**src/tpd_pkg.sv**
```systemverilog
// Package for the tagged primitive decoder: parse phases, tag codes and the
// result record passed from the parser to the top level. No dependencies.
`default_nettype none

package tpd_pkg;

  typedef enum logic [2:0] {
    PH_HEADER,
    PH_EXTTAG,
    PH_EXTLEN,
    PH_LENBYTES,
    PH_CONTENT,
    PH_SKIP
  } tpd_phase_e;

  typedef enum logic [1:0] {
    RES_NONE,
    RES_OK,
    RES_ERR
  } tpd_res_e;

  // Application tag numbers
  localparam logic [7:0] TAG_NULL     = 8'd0;
  localparam logic [7:0] TAG_BOOLEAN  = 8'd1;
  localparam logic [7:0] TAG_UNSIGNED = 8'd2;
  localparam logic [7:0] TAG_SIGNED   = 8'd3;
  localparam logic [7:0] TAG_REAL     = 8'd4;
  localparam logic [7:0] TAG_DOUBLE   = 8'd5;
  localparam logic [7:0] TAG_OCTETSTR = 8'd6;
  localparam logic [7:0] TAG_CHARSTR  = 8'd7;
  localparam logic [7:0] TAG_BITSTR   = 8'd8;
  localparam logic [7:0] TAG_ENUM     = 8'd9;
  localparam logic [7:0] TAG_DATE     = 8'd10;
  localparam logic [7:0] TAG_TIME     = 8'd11;
  localparam logic [7:0] TAG_OBJID    = 8'd12;

  localparam logic [3:0] TAG_EXTENDED = 4'd15;
  localparam logic [7:0] TAG_RESERVED = 8'd255;
  localparam logic [2:0] LVT_EXTENDED = 3'd5;
  localparam logic [7:0] LEN_16BIT    = 8'd254;
  localparam logic [15:0] YEAR_BASE   = 16'd1900;
  localparam logic [15:0] YEAR_ANY    = 16'hFFFF;

  typedef struct packed {
    logic        error;
    logic [3:0]  tag_number;
    logic [63:0] value;
    logic [34:0] content_length;
    logic [7:0]  aux_octet;
    logic [3:0]  content_offset;
    logic [32:0] consumed;
  } tpd_result_t;

endpackage

`default_nettype wire

```
**src/tpd_parser.sv**
```systemverilog
// Octet-at-a-time parser state and result formatting for one tagged primitive.
// Depends on tpd_pkg.
`default_nettype none

module tpd_parser (
  input  wire logic                clk_i,
  input  wire logic                rst_ni,
  input  wire logic                step_i,
  input  wire logic [7:0]          octet_i,
  input  wire logic                final_octet_i,
  output logic                     res_valid_o,
  output tpd_pkg::tpd_result_t     result_o
);
  import tpd_pkg::*;

  tpd_phase_e  phase_q, phase_d;
  logic [7:0]  tag_q, tag_d;
  logic [2:0]  lvt_q, lvt_d;
  logic [31:0] len_q, len_d;
  logic [2:0]  hc_q, hc_d;
  logic [31:0] cc_q, cc_d;
  logic [63:0] acc_q, acc_d;
  logic [7:0]  first_q, first_d;

  always_ff @(posedge clk_i or negedge rst_ni) begin
    if (!rst_ni) begin
      phase_q <= PH_HEADER;
      tag_q   <= '0;
      lvt_q   <= '0;
      len_q   <= '0;
      hc_q    <= '0;
      cc_q    <= '0;
      acc_q   <= '0;
      first_q <= '0;
    end else if (step_i) begin
      phase_q <= phase_d;
      tag_q   <= tag_d;
      lvt_q   <= lvt_d;
      len_q   <= len_d;
      hc_q    <= hc_d;
      cc_q    <= cc_d;
      acc_q   <= acc_d;
      first_q <= first_d;
    end
  end

  tpd_res_e    res;
  logic        tk_en;
  logic [7:0]  tk_tag;
  logic        lk_en;
  logic        len_bad;
  logic [31:0] len_m1;
  logic [15:0] year;
  logic [63:0] val;
  logic [34:0] clen;
  logic [7:0]  aux;
  logic [3:0]  off;

  always_comb begin
    phase_d = phase_q;
    tag_d   = tag_q;
    lvt_d   = lvt_q;
    len_d   = len_q;
    hc_d    = hc_q;
    cc_d    = cc_q;
    acc_d   = acc_q;
    first_d = first_q;
    res     = RES_NONE;
    tk_en   = 1'b0;
    tk_tag  = '0;
    lk_en   = 1'b0;
    len_bad = 1'b0;

    case (phase_q)
      PH_HEADER: begin
        tag_d   = '0;
        len_d   = '0;
        cc_d    = '0;
        acc_d   = '0;
        first_d = '0;
        hc_d    = 3'd1;
        lvt_d   = octet_i[2:0];
        // context class, opening and closing tags
        if (octet_i[3] || octet_i[2:1] == 2'b11) begin
          res = RES_ERR;
        end else if (octet_i[7:4] == TAG_EXTENDED) begin
          phase_d = PH_EXTTAG;
        end else begin
          tk_en  = 1'b1;
          tk_tag = {4'd0, octet_i[7:4]};
        end
      end
      PH_EXTTAG: begin
        hc_d = 3'd2;
        if (octet_i == TAG_RESERVED) begin
          res = RES_ERR;
        end else begin
          tk_en  = 1'b1;
          tk_tag = octet_i;
        end
      end
      PH_EXTLEN: begin
        hc_d = hc_q + 3'd1;
        if (octet_i < LEN_16BIT) begin
          len_d = {24'd0, octet_i};
          lk_en = 1'b1;
        end else begin
          cc_d    = (octet_i == LEN_16BIT) ? 32'd2 : 32'd4;
          len_d   = '0;
          phase_d = PH_LENBYTES;
        end
      end
      PH_LENBYTES: begin
        hc_d  = hc_q + 3'd1;
        len_d = {len_q[23:0], octet_i};
        cc_d  = cc_q - 32'd1;
        if (cc_d == 32'd0) lk_en = 1'b1;
      end
      PH_CONTENT: begin
        if (cc_q == 32'd0) begin
          first_d = octet_i;
          if (tag_q == TAG_BITSTR &&
              (octet_i > 8'd7 || (len_q == 32'd1 && octet_i != 8'd0))) begin
            res = RES_ERR;
          end
        end
        if (res == RES_NONE) begin
          acc_d = {acc_q[55:0], octet_i};
          cc_d  = cc_q + 32'd1;
          if (cc_d == len_q) res = RES_OK;
        end
      end
      default: begin
      end
    endcase

    if (tk_en) begin
      tag_d = tk_tag;
      if (tk_tag == TAG_NULL) begin
        res = (lvt_d == 3'd0) ? RES_OK : RES_ERR;
      end else if (tk_tag == TAG_BOOLEAN) begin
        res = (lvt_d <= 3'd1) ? RES_OK : RES_ERR;
      end else if (tk_tag > TAG_OBJID) begin
        res = RES_ERR;
      end else if (lvt_d < LVT_EXTENDED) begin
        len_d = {29'd0, lvt_d};
        lk_en = 1'b1;
      end else begin
        phase_d = PH_EXTLEN;
      end
    end

    if (lk_en) begin
      case (tag_d)
        TAG_UNSIGNED, TAG_SIGNED, TAG_ENUM: len_bad = (len_d < 32'd1 || len_d > 32'd4);
        TAG_REAL, TAG_DATE, TAG_TIME, TAG_OBJID: len_bad = (len_d != 32'd4);
        TAG_DOUBLE: len_bad = (len_d != 32'd8);
        TAG_CHARSTR, TAG_BITSTR: len_bad = (len_d == 32'd0);
        TAG_OCTETSTR: len_bad = 1'b0;
        default: len_bad = 1'b1;
      endcase
      if (len_bad) begin
        res = RES_ERR;
      end else if (len_d == 32'd0) begin
        res = RES_OK;
      end else begin
        cc_d    = '0;
        acc_d   = '0;
        phase_d = PH_CONTENT;
      end
    end

    // buffer ended before the value was complete
    if (res == RES_NONE && final_octet_i && phase_q != PH_SKIP) res = RES_ERR;

    if (res == RES_NONE) begin
      if (final_octet_i) phase_d = PH_HEADER;
    end else begin
      phase_d = final_octet_i ? PH_HEADER : PH_SKIP;
    end
  end

  // Result fields, built from the updated state
  always_comb begin
    val    = '0;
    clen   = '0;
    aux    = '0;
    off    = {1'b0, hc_d};
    len_m1 = len_d - 32'd1;
    year   = (acc_d[31:24] == 8'hFF) ? YEAR_ANY : YEAR_BASE + {8'd0, acc_d[31:24]};
    case (tag_d)
      TAG_BOOLEAN: val = {61'd0, lvt_d};
      TAG_UNSIGNED, TAG_REAL, TAG_DOUBLE, TAG_ENUM, TAG_TIME: val = acc_d;
      TAG_SIGNED: begin
        case (len_d[2:0])
          3'd1: val = {{56{acc_d[7]}}, acc_d[7:0]};
          3'd2: val = {{48{acc_d[15]}}, acc_d[15:0]};
          3'd3: val = {{40{acc_d[23]}}, acc_d[23:0]};
          default: val = {{32{acc_d[31]}}, acc_d[31:0]};
        endcase
      end
      TAG_OCTETSTR: clen = {3'd0, len_d};
      TAG_CHARSTR: begin
        clen = {3'd0, len_m1};
        aux  = first_d;
        off  = {1'b0, hc_d} + 4'd1;
      end
      TAG_BITSTR: begin
        clen = {len_m1, 3'b000} - {27'd0, first_d};
        aux  = first_d;
        off  = {1'b0, hc_d} + 4'd1;
      end
      TAG_DATE: val = {24'd0, year, acc_d[23:0]};
      TAG_OBJID: val = {22'd0, acc_d[31:22], 10'd0, acc_d[21:0]};
      default: begin
      end
    endcase
  end

  always_comb begin
    res_valid_o = (res != RES_NONE);
    result_o    = '0;
    if (res == RES_ERR) begin
      result_o.error = 1'b1;
    end else begin
      result_o.tag_number     = tag_d[3:0];
      result_o.value          = val;
      result_o.content_length = clen;
      result_o.aux_octet      = aux;
      result_o.content_offset = off;
      result_o.consumed       = {30'd0, hc_d} + {1'b0, len_d};
    end
  end

  a_fin_to_header: assert property (@(posedge clk_i) disable iff (!rst_ni)
    step_i && final_octet_i |=> phase_q == PH_HEADER)
    else $error("final octet did not return parser to header phase");

  a_result_skips: assert property (@(posedge clk_i) disable iff (!rst_ni)
    step_i && res_valid_o && !final_octet_i |=> phase_q == PH_SKIP)
    else $error("result without final octet did not enter skip phase");

  a_content_count: assert property (@(posedge clk_i) disable iff (!rst_ni)
    phase_q == PH_CONTENT |-> cc_q < len_q)
    else $error("content count reached length without a result");

  a_lenbytes_count: assert property (@(posedge clk_i) disable iff (!rst_ni)
    phase_q == PH_LENBYTES |-> (cc_q != 32'd0 && cc_q <= 32'd4))
    else $error("extended length octet count out of range");

endmodule

`default_nettype wire

```
**src/tagged_primitive_decoder.sv**
```systemverilog
// Top level of the tagged primitive decoder: input register, parser, result register.
// Depends on tpd_pkg and tpd_parser.
//
//   channel  direction  handshake               payload
//   in       input      in_valid_i / in_stall_o  octet_i, final_octet_i
//   out      output     out_valid_o / out_stall_i error_o .. consumed_o
//
// One octet per cycle unless a result waits on a stalled output; the octet that
// completes the value or shows the error passes the input register, then the result register.
// The parser advances whenever its held octet can move on; an octet with a
// result waits only while the result register is full and stalled.
// Reset puts the parser at the header phase with empty registers.
`default_nettype none

module tagged_primitive_decoder (
  input  wire logic        clk_i,
  input  wire logic        rst_ni,
  input  wire logic        in_valid_i,
  output logic             in_stall_o,
  input  wire logic [7:0]  octet_i,
  input  wire logic        final_octet_i,
  output logic             out_valid_o,
  input  wire logic        out_stall_i,
  output logic             error_o,
  output logic [3:0]       tag_number_o,
  output logic [63:0]      value_o,
  output logic [34:0]      content_length_o,
  output logic [7:0]       aux_octet_o,
  output logic [3:0]       content_offset_o,
  output logic [32:0]      consumed_o
);
  import tpd_pkg::*;

  logic        s1_valid_q;
  logic [7:0]  s1_octet_q;
  logic        s1_fin_q;
  logic        s1_adv;
  logic        out_free;
  logic        res_valid;
  tpd_result_t result;
  logic        out_valid_q;
  tpd_result_t out_q;

  assign out_free   = !out_valid_q || !out_stall_i;
  // an octet without a result never needs the output register
  assign s1_adv     = s1_valid_q && (out_free || !res_valid);
  assign in_stall_o = s1_valid_q && !s1_adv;

  always_ff @(posedge clk_i or negedge rst_ni) begin
    if (!rst_ni) begin
      s1_valid_q <= 1'b0;
    end else if (!in_stall_o) begin
      s1_valid_q <= in_valid_i;
    end
  end

  always_ff @(posedge clk_i) begin
    if (!in_stall_o && in_valid_i) begin
      s1_octet_q <= octet_i;
      s1_fin_q   <= final_octet_i;
    end
  end

  tpd_parser u_parser (
    .clk_i         (clk_i),
    .rst_ni        (rst_ni),
    .step_i        (s1_adv),
    .octet_i       (s1_octet_q),
    .final_octet_i (s1_fin_q),
    .res_valid_o   (res_valid),
    .result_o      (result)
  );

  always_ff @(posedge clk_i or negedge rst_ni) begin
    if (!rst_ni) begin
      out_valid_q <= 1'b0;
    end else if (s1_adv && res_valid) begin
      out_valid_q <= 1'b1;
    end else if (!out_stall_i) begin
      out_valid_q <= 1'b0;
    end
  end

  always_ff @(posedge clk_i) begin
    if (s1_adv && res_valid) out_q <= result;
  end

  assign out_valid_o      = out_valid_q;
  assign error_o          = out_q.error;
  assign tag_number_o     = out_q.tag_number;
  assign value_o          = out_q.value;
  assign content_length_o = out_q.content_length;
  assign aux_octet_o      = out_q.aux_octet;
  assign content_offset_o = out_q.content_offset;
  assign consumed_o       = out_q.consumed;

  a_no_overwrite: assert property (@(posedge clk_i) disable iff (!rst_ni)
    s1_adv && res_valid |-> out_free)
    else $error("result register overwritten while stalled");

  a_held_octet: assert property (@(posedge clk_i) disable iff (!rst_ni)
    s1_valid_q && !s1_adv |=> s1_valid_q && $stable(s1_octet_q) && $stable(s1_fin_q))
    else $error("held octet lost before the parser took it");

  a_error_clean: assert property (@(posedge clk_i) disable iff (!rst_ni)
    out_valid_q && out_q.error |-> out_q.tag_number == 4'd0 && out_q.consumed == 33'd0)
    else $error("error result carries nonzero fields");

endmodule

`default_nettype wire
```
**config.mk**
```make
export PLATFORM = sky130hd
export DESIGN_NAME = tagged_primitive_decoder
export DESIGN_NICKNAME = d
export VERILOG_FILES = /design/src/tpd_pkg.sv /design/src/tpd_parser.sv /design/src/tagged_primitive_decoder.sv
export SDC_FILE = /design/constraint.sdc
export NUM_CORES = 1
export LEC_CHECK = 0
export CAP_MARGIN = 20
export CORE_ASPECT_RATIO = 1.1
export CORE_UTILIZATION = 48
export CTS_BUF_LIST = sky130_fd_sc_hd__clkbuf_16
export DETAILED_ROUTE_END_ITERATION = 8
export DONT_BUFFER_PORTS = 1
export SYNTH_ARGS = -nofsm -noshare
export SYNTH_HDL_FRONTEND = slang
export SYNTH_SLANG_ARGS = --single-unit
```
**constraint.sdc**
```tcl
create_clock -name clk_i -period 15.59 [get_ports clk_i]
set_clock_uncertainty 0.05 [all_clocks]
set_input_delay 2.3385 -clock clk_i [delete_from_list [all_inputs] [get_ports clk_i]]
set_output_delay 2.3385 -clock clk_i [all_outputs]
set_load 0.03 [all_outputs]
```
==> implementation parameters, run 1 <==
Parameter                              Value

Outcome
  Status    complete, no violations

Detailed routing
  DRT iter0 DRCs    2195
  Post-detailed-route DRC marker count    0
  Routed vias/inst    6.88
  Detailed Route WL    81200 um
  Average wire per standard cell    27.7 um
  Post-DRT Antenna Nets    0
  Detailed-route via count    20200
  Initial DRT Pass Iterations    6

Clock network
  Clock insertion delay at the later pin of the skew report    0.57 ns
  # resized after CTS    0
  Worst-case clock buffer depth    3
  Buffers inserted by post-CTS timing repair    0
  Clock transition time at the flip-flop clock pins of the worst setup and hold paths    0.06 ns
  CTS sink cnt    313
  CTS H-Tree Depth    2
  Clock root cell    sky130_fd_sc_hd__clkbuf_16
  Number of buffers added to fix hold violations after cts    0
  Total CTS buffers    35
  TritonCTS clock tree    yes

Timing
  Count of pins over their slew limit    0
  Setup TNS    0 ns
  Total count of hold-check failures in the final report    0
  RSZ-0062 raised after global routing    false
  Worst slew pin tran    1.18 ns
  Final Setup Violations    0
  Timing-limited maximum frequency    111 MHz
  Slew margin rel.    20.3%
  Crit path time final    8.99 ns
  Period utilization    57.6%

Yosys
  Main combinational cell family by area after synthesis    compound AO/OA/AOI/OAI gates
  Multiplexer share of the synthesized area    1.10%
  Sequential element share of the synthesized area    40.5%
  Warnings from Yosys    0
  Synthesized netlist cell count    2457
  Complex-gate fraction of the synthesized area    24.6%
  Async SR Flop Fraction    49.5%
  Simple-Gate Fraction of Synth Area    22.8%
  Arithmetic-cell share of the synthesized area counting full adders, half adders and majority gates    1.33%
  Post-synth EDFFs    158
  Most frequently used flop master after synthesis    sky130_fd_sc_hd__edfxtp_1
  Synth Register Bits    313
  Share of the synthesized area in the top cell type    22.3%
  Avg Inst Size Synth    8.67 um2
  Distinct cells, synth    111
  Parity-gate share of the synthesized area counting xor and xnor cells    4.73%
  Net count after synthesis    2492
  Post-synth design cell area    21300 um2
  Leading area contributor after synthesis    sky130_fd_sc_hd__edfxtp_1
  Leading post-synthesis cells by cell area    sky130_fd_sc_hd__edfxtp_1 (22%), sky130_fd_sc_hd__dfrtp_1 (18%), sky130_fd_sc_hd__nand2_1 (5.5%)

GRT
  Antenna violations before repair    2
  Number of global-route vias before repair    19100
  Pin count of the biggest net entering global routing    156
  Tot GR Track Use    35.6%
  First-pass GRT wire length    123000 um
  Total grt overflow    0

Pwr
  Clk network pwr share    14.5%
  Cell Int Power    2.70 mW
  Relative contribution of sequential cells to total power    29.8%
  Switching power share of the total    54.6%
  Switching power    3.24 mW
  Power per cell area    262 nW/um2
  Worst voltage drop across the vdd grid    0.147 mV
  Gate power share    55.7%
  Leakage Power    8.05 nW

Cells and area
  Share of final-layout standard cells stronger than drive strength 1    7.65%
  Synthesis-to-layout area growth    6.36%
  Sequential Area    8620 um2
  Layout filler cell count    4124
  Final net count    2362
  Multi-input gate area in the final layout    11700 um2
  Post-route core utilization    52.0%

Die
  Num rows    80
  Area inside the core boundary    43500 um2
  Horizontal extent of the die    203 um
  I/O pin total    164
  Die span in y    223 um
  Die area    45200 um2
  Starting density of the core    48.9%

Setup path
  Crit Path Max Fanout    48
  Startpoint kind of the worst setup timing path    flop
  Data required time at the worst endpoint    13.20 ns
  CP Class    reg2out
  Arrival time of the worst setup path    6.60 ns
  Maximum cell stage delay along the critical path    0.77 ns
  Worst Setup End Kind    output port
  Most repeated library cell on the critical path    sky130_fd_sc_hd__nand4_1
  Worst path cell trace    or3_4, or4_4, a21oi_4, o21a_4, nor2_4, buf_4, nand3_1, o21ai_0, a21oi_1, ha_1, nand4_1, nor2_2, nor2_1, o21a_1, o211a_1, o21ai_2, nand4_1, inv_1
  Total buffers and inverters traversed by the critical path    2
  Max stage delay cell, worst path    sky130_fd_sc_hd__dfrtp_1
  Family with the most delay on the worst path    simple AND/OR/NAND/NOR gates

Place
  HPWL after DPL    57900 um
  Number of port buffers    0
  Global placer's final weighted congestion    1.01

Flow run
  Number of violations of the max-capacitance limit    0

Worst hold path
  HP Class    reg2reg
## power by group through the flow
stage / Combinational (mW) / Clock, mW / Sequential (mW)
after global routing: 3.55 / 0.898 / 1.80
final: 3.30 / 0.861 / 1.77
after detailed placement: 3.20 / 0 / 1.78
after global placement: 3.17 / 0 / 1.78
after floorplan: 2.39 / 0 / 1.67
after CTS: 3.23 / 0.873 / 1.77
## Yosys cell counts, types with 17 or more instances
cell / instances
sky130_fd_sc_hd__xnor2_1: 84
sky130_fd_sc_hd__a21o_1: 17
sky130_fd_sc_hd__o22ai_1: 25
sky130_fd_sc_hd__inv_1: 31
sky130_fd_sc_hd__or3_1: 40
sky130_fd_sc_hd__o21ai_0: 161
sky130_fd_sc_hd__nand3_1: 76
sky130_fd_sc_hd__ha_1: 21
sky130_fd_sc_hd__nor2_1: 232
sky130_fd_sc_hd__a21oi_1: 141
sky130_fd_sc_hd__nor3_1: 75
sky130_fd_sc_hd__xor2_1: 31
sky130_fd_sc_hd__o211ai_1: 20
sky130_fd_sc_hd__and2_1: 29
sky130_fd_sc_hd__edfxtp_1: 158
sky130_fd_sc_hd__clkbuf_1: 116
sky130_fd_sc_hd__a211oi_1: 18
sky130_fd_sc_hd__nand2_1: 310
sky130_fd_sc_hd__a22o_1: 41
sky130_fd_sc_hd__a22oi_1: 77
sky130_fd_sc_hd__nand4_1: 47
sky130_fd_sc_hd__buf_2: 69
sky130_fd_sc_hd__o31ai_1: 52
sky130_fd_sc_hd__dfrtp_1: 155
sky130_fd_sc_hd__nor4_1: 38
sky130_fd_sc_hd__a31oi_1: 30
sky130_fd_sc_hd__and3_1: 20
## cell usage in the layout, fill, tap and decap left out, drive strengths merged, types with 13 or more instances in the layout
cell    count
clkbuf     35
nand3      76
a22oi      77
edfxtp    158
ha         21
and3       20
nand4      48
clkinv     14
nor4       42
o21ai     168
buf        43
and2       29
a221oi     17
nor3       79
a222oi     14
xnor2      84
xor2       31
a31oi      31
dfrtp     155
or4        13
o211ai     21
mux2i      13
o31ai      54
o22ai      25
inv        40
nand2     312
a21oi     145
a211oi     21
or3        41
and4       13
nor2      237
a22o       41
a21o       17
## area by class of cell
| class | count | area share, % |
|---|---|---|
| flip-flops and latches | 313 | 38.1 |
| clock buffers | 35 | 3.87 |
| well taps | 574 | 3.17 |
| repair buffers | 43 | 1.43 |
| multi-input cells | 1900 | 51.6 |
| clock inverters | 28 | 1.26 |
| diodes | 3 | 0.0331 |
| inverters | 34 | 0.563 |
## per-layer routing
| metal | share of wire, % | wire length (um) | GRT usage [%] |
|---|---|---|---|
| met1 | 41 | 32900 | 46.6 |
| met2 | 47 | 38500 | 57.8 |
| met3 | 6.9 | 5570 | 4.94 |
| met4 | 5.1 | 4170 | 17.4 |
| met5 | 0 | 0 | 0 |
## tightest hold or removal path, delay by kind of cell (launching register included)
kind            cells  cell delay, ns
simple gates        1            0.05
flops               1            0.34
compound gates      1            0.05
## state kept, by name (all words and copies together), names as in the netlist, 8 cells and up
| signal | flops |
|---|---|
| aux_octet_o | 8 |
| s1_octet_q | 8 |
| value_o | 64 |
| u_parser.cc_q | 32 |
| u_parser.acc_q | 64 |
| content_length_o | 35 |
| consumed_o | 33 |
| u_parser.len_q | 32 |
| u_parser.first_q | 8 |
| u_parser.tag_q | 8 |
## path summary, 6_finish.rpt
path                                     start             endpoint  slack [ns]  cells past startpoint
hold / removal              u_parser.acc_q[61]   u_parser.acc_q[61]        0.43                      2
hold reg to reg             u_parser.acc_q[61]   u_parser.acc_q[61]        0.43                      2
setup reg to reg           u_parser.phase_q[1]    u_parser.tag_q[4]        7.26                     21
min in group asynchronous               rst_ni    u_parser.len_q[4]        1.42                      0
max in group asynchronous               rst_ni  u_parser.first_q[2]       13.77                      0
setup / recovery           u_parser.phase_q[1]           in_stall_o        6.60                     18
## cell families (layout without fill, tap and decap cells)
family / Yosys count / after routing
xor gates and xnor gates: 115 / 115
DFF: 313 / 313
and+or+nand+nor: 983 / 983
adders and majority gates: 22 / 22
muxes: 22 / 22
other: 0 / 3
AOI/OAI and AO/OA: 758 / 758
buffers and inverters: 244 / 140
## metrics by stage
| step | worst slack, ns | instances | hold WS, ns | power (mW) | instance area, um2 |
|---|---|---|---|---|---|
| final | 6.60 | 2930 | 0.429 | 5.94 | 22600 |
| after global routing | 6.23 | 2928 | 0.466 | 6.25 | 22600 |
| after CTS | 6.72 | 2927 | 0.434 | 5.86 | 22600 |
| after detailed placement | 7.32 | 2864 | 0.421 | 4.98 | 21500 |
| after global placement | 7.49 | 2864 | 0.411 | 4.95 | 21500 |
| after floorplan | 3.04 | 2457 | 0.399 | 4.05 | 21300 |
No activity file was read; power rests on OpenSTA's default activity.
==> run 2, diff against run 1 <==
==> constraint.sdc (replaced) <==
create_clock -name clk_i -period 8.6 [get_ports clk_i]
set_clock_uncertainty 0.05 [all_clocks]
set_input_delay 1.29 -clock clk_i [delete_from_list [all_inputs] [get_ports clk_i]]
set_output_delay 1.29 -clock clk_i [all_outputs]
set_load 0.03 [all_outputs]
==> implementation parameters, run 2 (synthesized netlist as in run 1, its figures left out) <==
Parameter                              Value

Detailed routing
  Average wire per standard cell    28.2 um (+1.7%)
  Detailed Route WL    82900 um (+2.1%)
  Initial DRT Pass Iterations    6 (unchanged)
  DRT iter0 DRCs    2071 (-5.6%)
  Detailed-route via count    20300 (+0.61%)
  Routed vias/inst    6.89 (+0.16%)
  Post-DRT Antenna Nets    0 (unchanged)
  Post-detailed-route DRC marker count    0 (unchanged)

Cells and area
  Sequential Area    8620 um2 (unchanged)
  Share of final-layout standard cells stronger than drive strength 1    8.25% (+0.60 points)
  Most used cells in the layout excluding fill and tap cells    sky130_fd_sc_hd__nand2_1 (309), sky130_fd_sc_hd__nor2_1 (230), sky130_fd_sc_hd__o21ai_0 (160)
  Final Non-Filler Cells    2943 (+0.44%)
  Multi-input gate area in the final layout    11700 um2 (unchanged)
  Synthesis-to-layout area growth    6.52%
  Most common cell after layout, fill and taps aside    sky130_fd_sc_hd__nand2_1
  Final net count    2373 (+0.47%)
  Layout filler cell count    4091 (-0.80%)

Outcome
  Status    complete, no violations

Place
  Number of cells after detailed placement    2873 (+0.31%)
  Global placer's final weighted congestion    0.968 (-4.1%)
  HPWL after DPL    59700 um (+3.1%)
  Number of port buffers    0 (unchanged)
  Worst setup slack before clock tree synthesis    1.81 ns (-5.51 ns)

Clock network
  Buffers inserted by post-CTS timing repair    0 (unchanged)
  Clock insertion delay at the later pin of the skew report    0.57 ns (about the same)
  Clock transition time at the flip-flop clock pins of the worst setup and hold paths    0.06 ns (about the same)
  Worst-case clock buffer depth    3 (unchanged)
  TritonCTS clock tree    yes
  # resized after CTS    0 (unchanged)
  Number of buffers added to fix hold violations after cts    0 (unchanged)
  CTS H-Tree Depth    2 (unchanged)
  Total CTS buffers    36 (+2.9%)
  CTS sink cnt    313 (unchanged)
  Clock root cell    sky130_fd_sc_hd__clkbuf_16

GRT
  Antenna violations before repair    4 (+2)
  Tot GR Track Use    36.3% (+0.74 points)
  Number of global-route vias before repair    19300 (+1.3%)
  Total grt overflow    0 (unchanged)
  First-pass GRT wire length    124000 um (+1.4%)
  Pin count of the biggest net entering global routing    156 (unchanged)

Die
  Die area    45200 um2 (unchanged)
  Starting density of the core    48.9% (unchanged)
  I/O pin total    164 (unchanged)
  Die span in y    223 um (unchanged)
  Num rows    80 (unchanged)
  Horizontal extent of the die    203 um (unchanged)
  Area inside the core boundary    43500 um2 (unchanged)

Pwr
  Gate power share    56.5% (+0.8 points)
  Worst voltage drop across the vdd grid    0.257 mV (+76%)
  Power per cell area    474 nW/um2 (+81%)
  Cell Int Power    4.84 mW (+79%)
  Post-layout power    10.8 mW (+81%)
  Clk network pwr share    13.7% (-0.8 points)
  Switching power share of the total    55.1% (+0.49 points)
  Switching power    5.93 mW (+83%)
  Leakage Power    8.08 nW (+0.37%)
  Relative contribution of sequential cells to total power    29.8% (about the same)

Timing
  Setup TNS    0 ns (unchanged)
  Period utilization    87.0%
  Timing-limited maximum frequency    134 MHz
  Slew margin rel.    23.6% (+3.3 points)
  Crit path time final    7.48 ns
  Worst hold slack    0.366 ns (-0.0635 ns)
  Final critical-path setup slack    1.12 ns (-5.48 ns)
  Worst slew pin tran    1.13 ns (-0.0492 ns)
  Total count of hold-check failures in the final report    0 (unchanged)
  Final Setup Violations    0 (unchanged)
  Count of pins over their slew limit    0 (unchanged)
  RSZ-0062 raised after global routing    false

Setup path
  Launching point of the worst reg2reg path    u_parser.phase_q[0]
  Worst Setup End Kind    output port
  Crit Path Max Fanout    39 (-19%)
  Startpoint kind of the worst setup timing path    flop
  Data required time at the worst endpoint    7.26 ns (-5.94 ns)
  CP Class    reg2out
  Arrival time of the worst setup path    6.14 ns (-0.46 ns)
  Crit path launch    u_parser.phase_q[0]

Worst hold path
  HP Class    in2async

Flow run
  Number of violations of the max-capacitance limit    0 (unchanged)
-- run 2: cell types whose count changed in the layout (fill, tap and decap cells not counted), moves of 2 or more --
cell	change
sky130_fd_sc_hd__clkinv_1	-4
sky130_fd_sc_hd__clkinv_4	+2
sky130_fd_sc_hd__inv_6	+2
sky130_fd_sc_hd__buf_4	+9
sky130_fd_sc_hd__clkinvlp_4	+2
sky130_fd_sc_hd__bufinv_16	-4
sky130_fd_sc_hd__clkinv_2	+3
-- run 2: power by group through the flow --
| stage | Sequential [mW] | Combinational, mW | Clock, mW |
|---|---|---|---|
| 6_report | 3.20 | 6.08 | 1.48 |
| 5_1_grt | 3.24 | 6.54 | 1.55 |
| 4_1_cts | 3.19 | 5.94 | 1.50 |
| 3_5_place_dp | 3.21 | 5.90 | 0 |
| 3_3_place_gp | 3.21 | 5.87 | 0 |
| 2_1_floorplan | 2.95 | 4.33 | 0 |
-- run 2: critical path, cell delays in order, from the launching register on --
cell and delay, ns:
sky130_fd_sc_hd__dfrtp_1 0.45, sky130_fd_sc_hd__buf_4 0.41, sky130_fd_sc_hd__or3b_1 0.48, sky130_fd_sc_hd__a21o_1 0.31, sky130_fd_sc_hd__o22ai_1 0.16, sky130_fd_sc_hd__buf_4 0.20, sky130_fd_sc_hd__nand2_1 0.16, sky130_fd_sc_hd__nor2_4 0.47
sky130_fd_sc_hd__o21ai_0 0.17, sky130_fd_sc_hd__a21oi_1 0.35, sky130_fd_sc_hd__ha_1 0.36, sky130_fd_sc_hd__nand4_1 0.16, sky130_fd_sc_hd__nor2_2 0.40, sky130_fd_sc_hd__nor2_1 0.14, sky130_fd_sc_hd__o21a_1 0.17, sky130_fd_sc_hd__o211a_1 0.29
sky130_fd_sc_hd__o21ai_2 0.39, sky130_fd_sc_hd__nand4_1 0.20, sky130_fd_sc_hd__inv_1 0.27
-- run 2: area by class of cell --
| type | count | share of cell area (%) |
|---|---|---|
| well taps | 574 | 3.17 |
| multi-input cells | 1900 | 51.5 |
| clock inverters | 29 | 0.894 |
| flip-flops and latches | 313 | 38.0 |
| clock buffers | 36 | 3.97 |
| repair buffers | 53 | 1.81 |
| diodes | 4 | 0.0441 |
| inverters | 34 | 0.563 |
-- run 2: through the flow --
step | instance area (um2) | utilization, %
after floorplan | 21300 | -
after detailed placement | 21600 | 49.5
after global routing | 22700 | 52.1
after CTS | 22700 | 52.1
after global placement | 21600 | 49.5
final | 22700 | 52.1
-- run 2: routing by layer --
| layer | GRT usage, % | vias to the layer above | wire (um) |
|---|---|---|---|
| met4 | 19.2 | 0 | 4730 |
| li1 | - | 9018 | - |
| met2 | 57.7 | 1035 | 38500 |
| met5 | 0 | - | 0 |
| met1 | 47.6 | 9996 | 33300 |
| met3 | 5.78 | 230 | 6310 |
-- run 2: path summary, 6_finish.rpt --
path                       slack, ns              endpoint  cells after the start
max reg2reg                     1.79  content_length_o[18]                     21
min reg2reg                     0.43    u_parser.acc_q[60]                      2
min                             0.37     u_parser.cc_q[18]                      0
max in group asynchronous       7.82   u_parser.first_q[4]                      0
max                             1.12            in_stall_o                     18
min in group clk_i              0.43    u_parser.acc_q[60]                      2
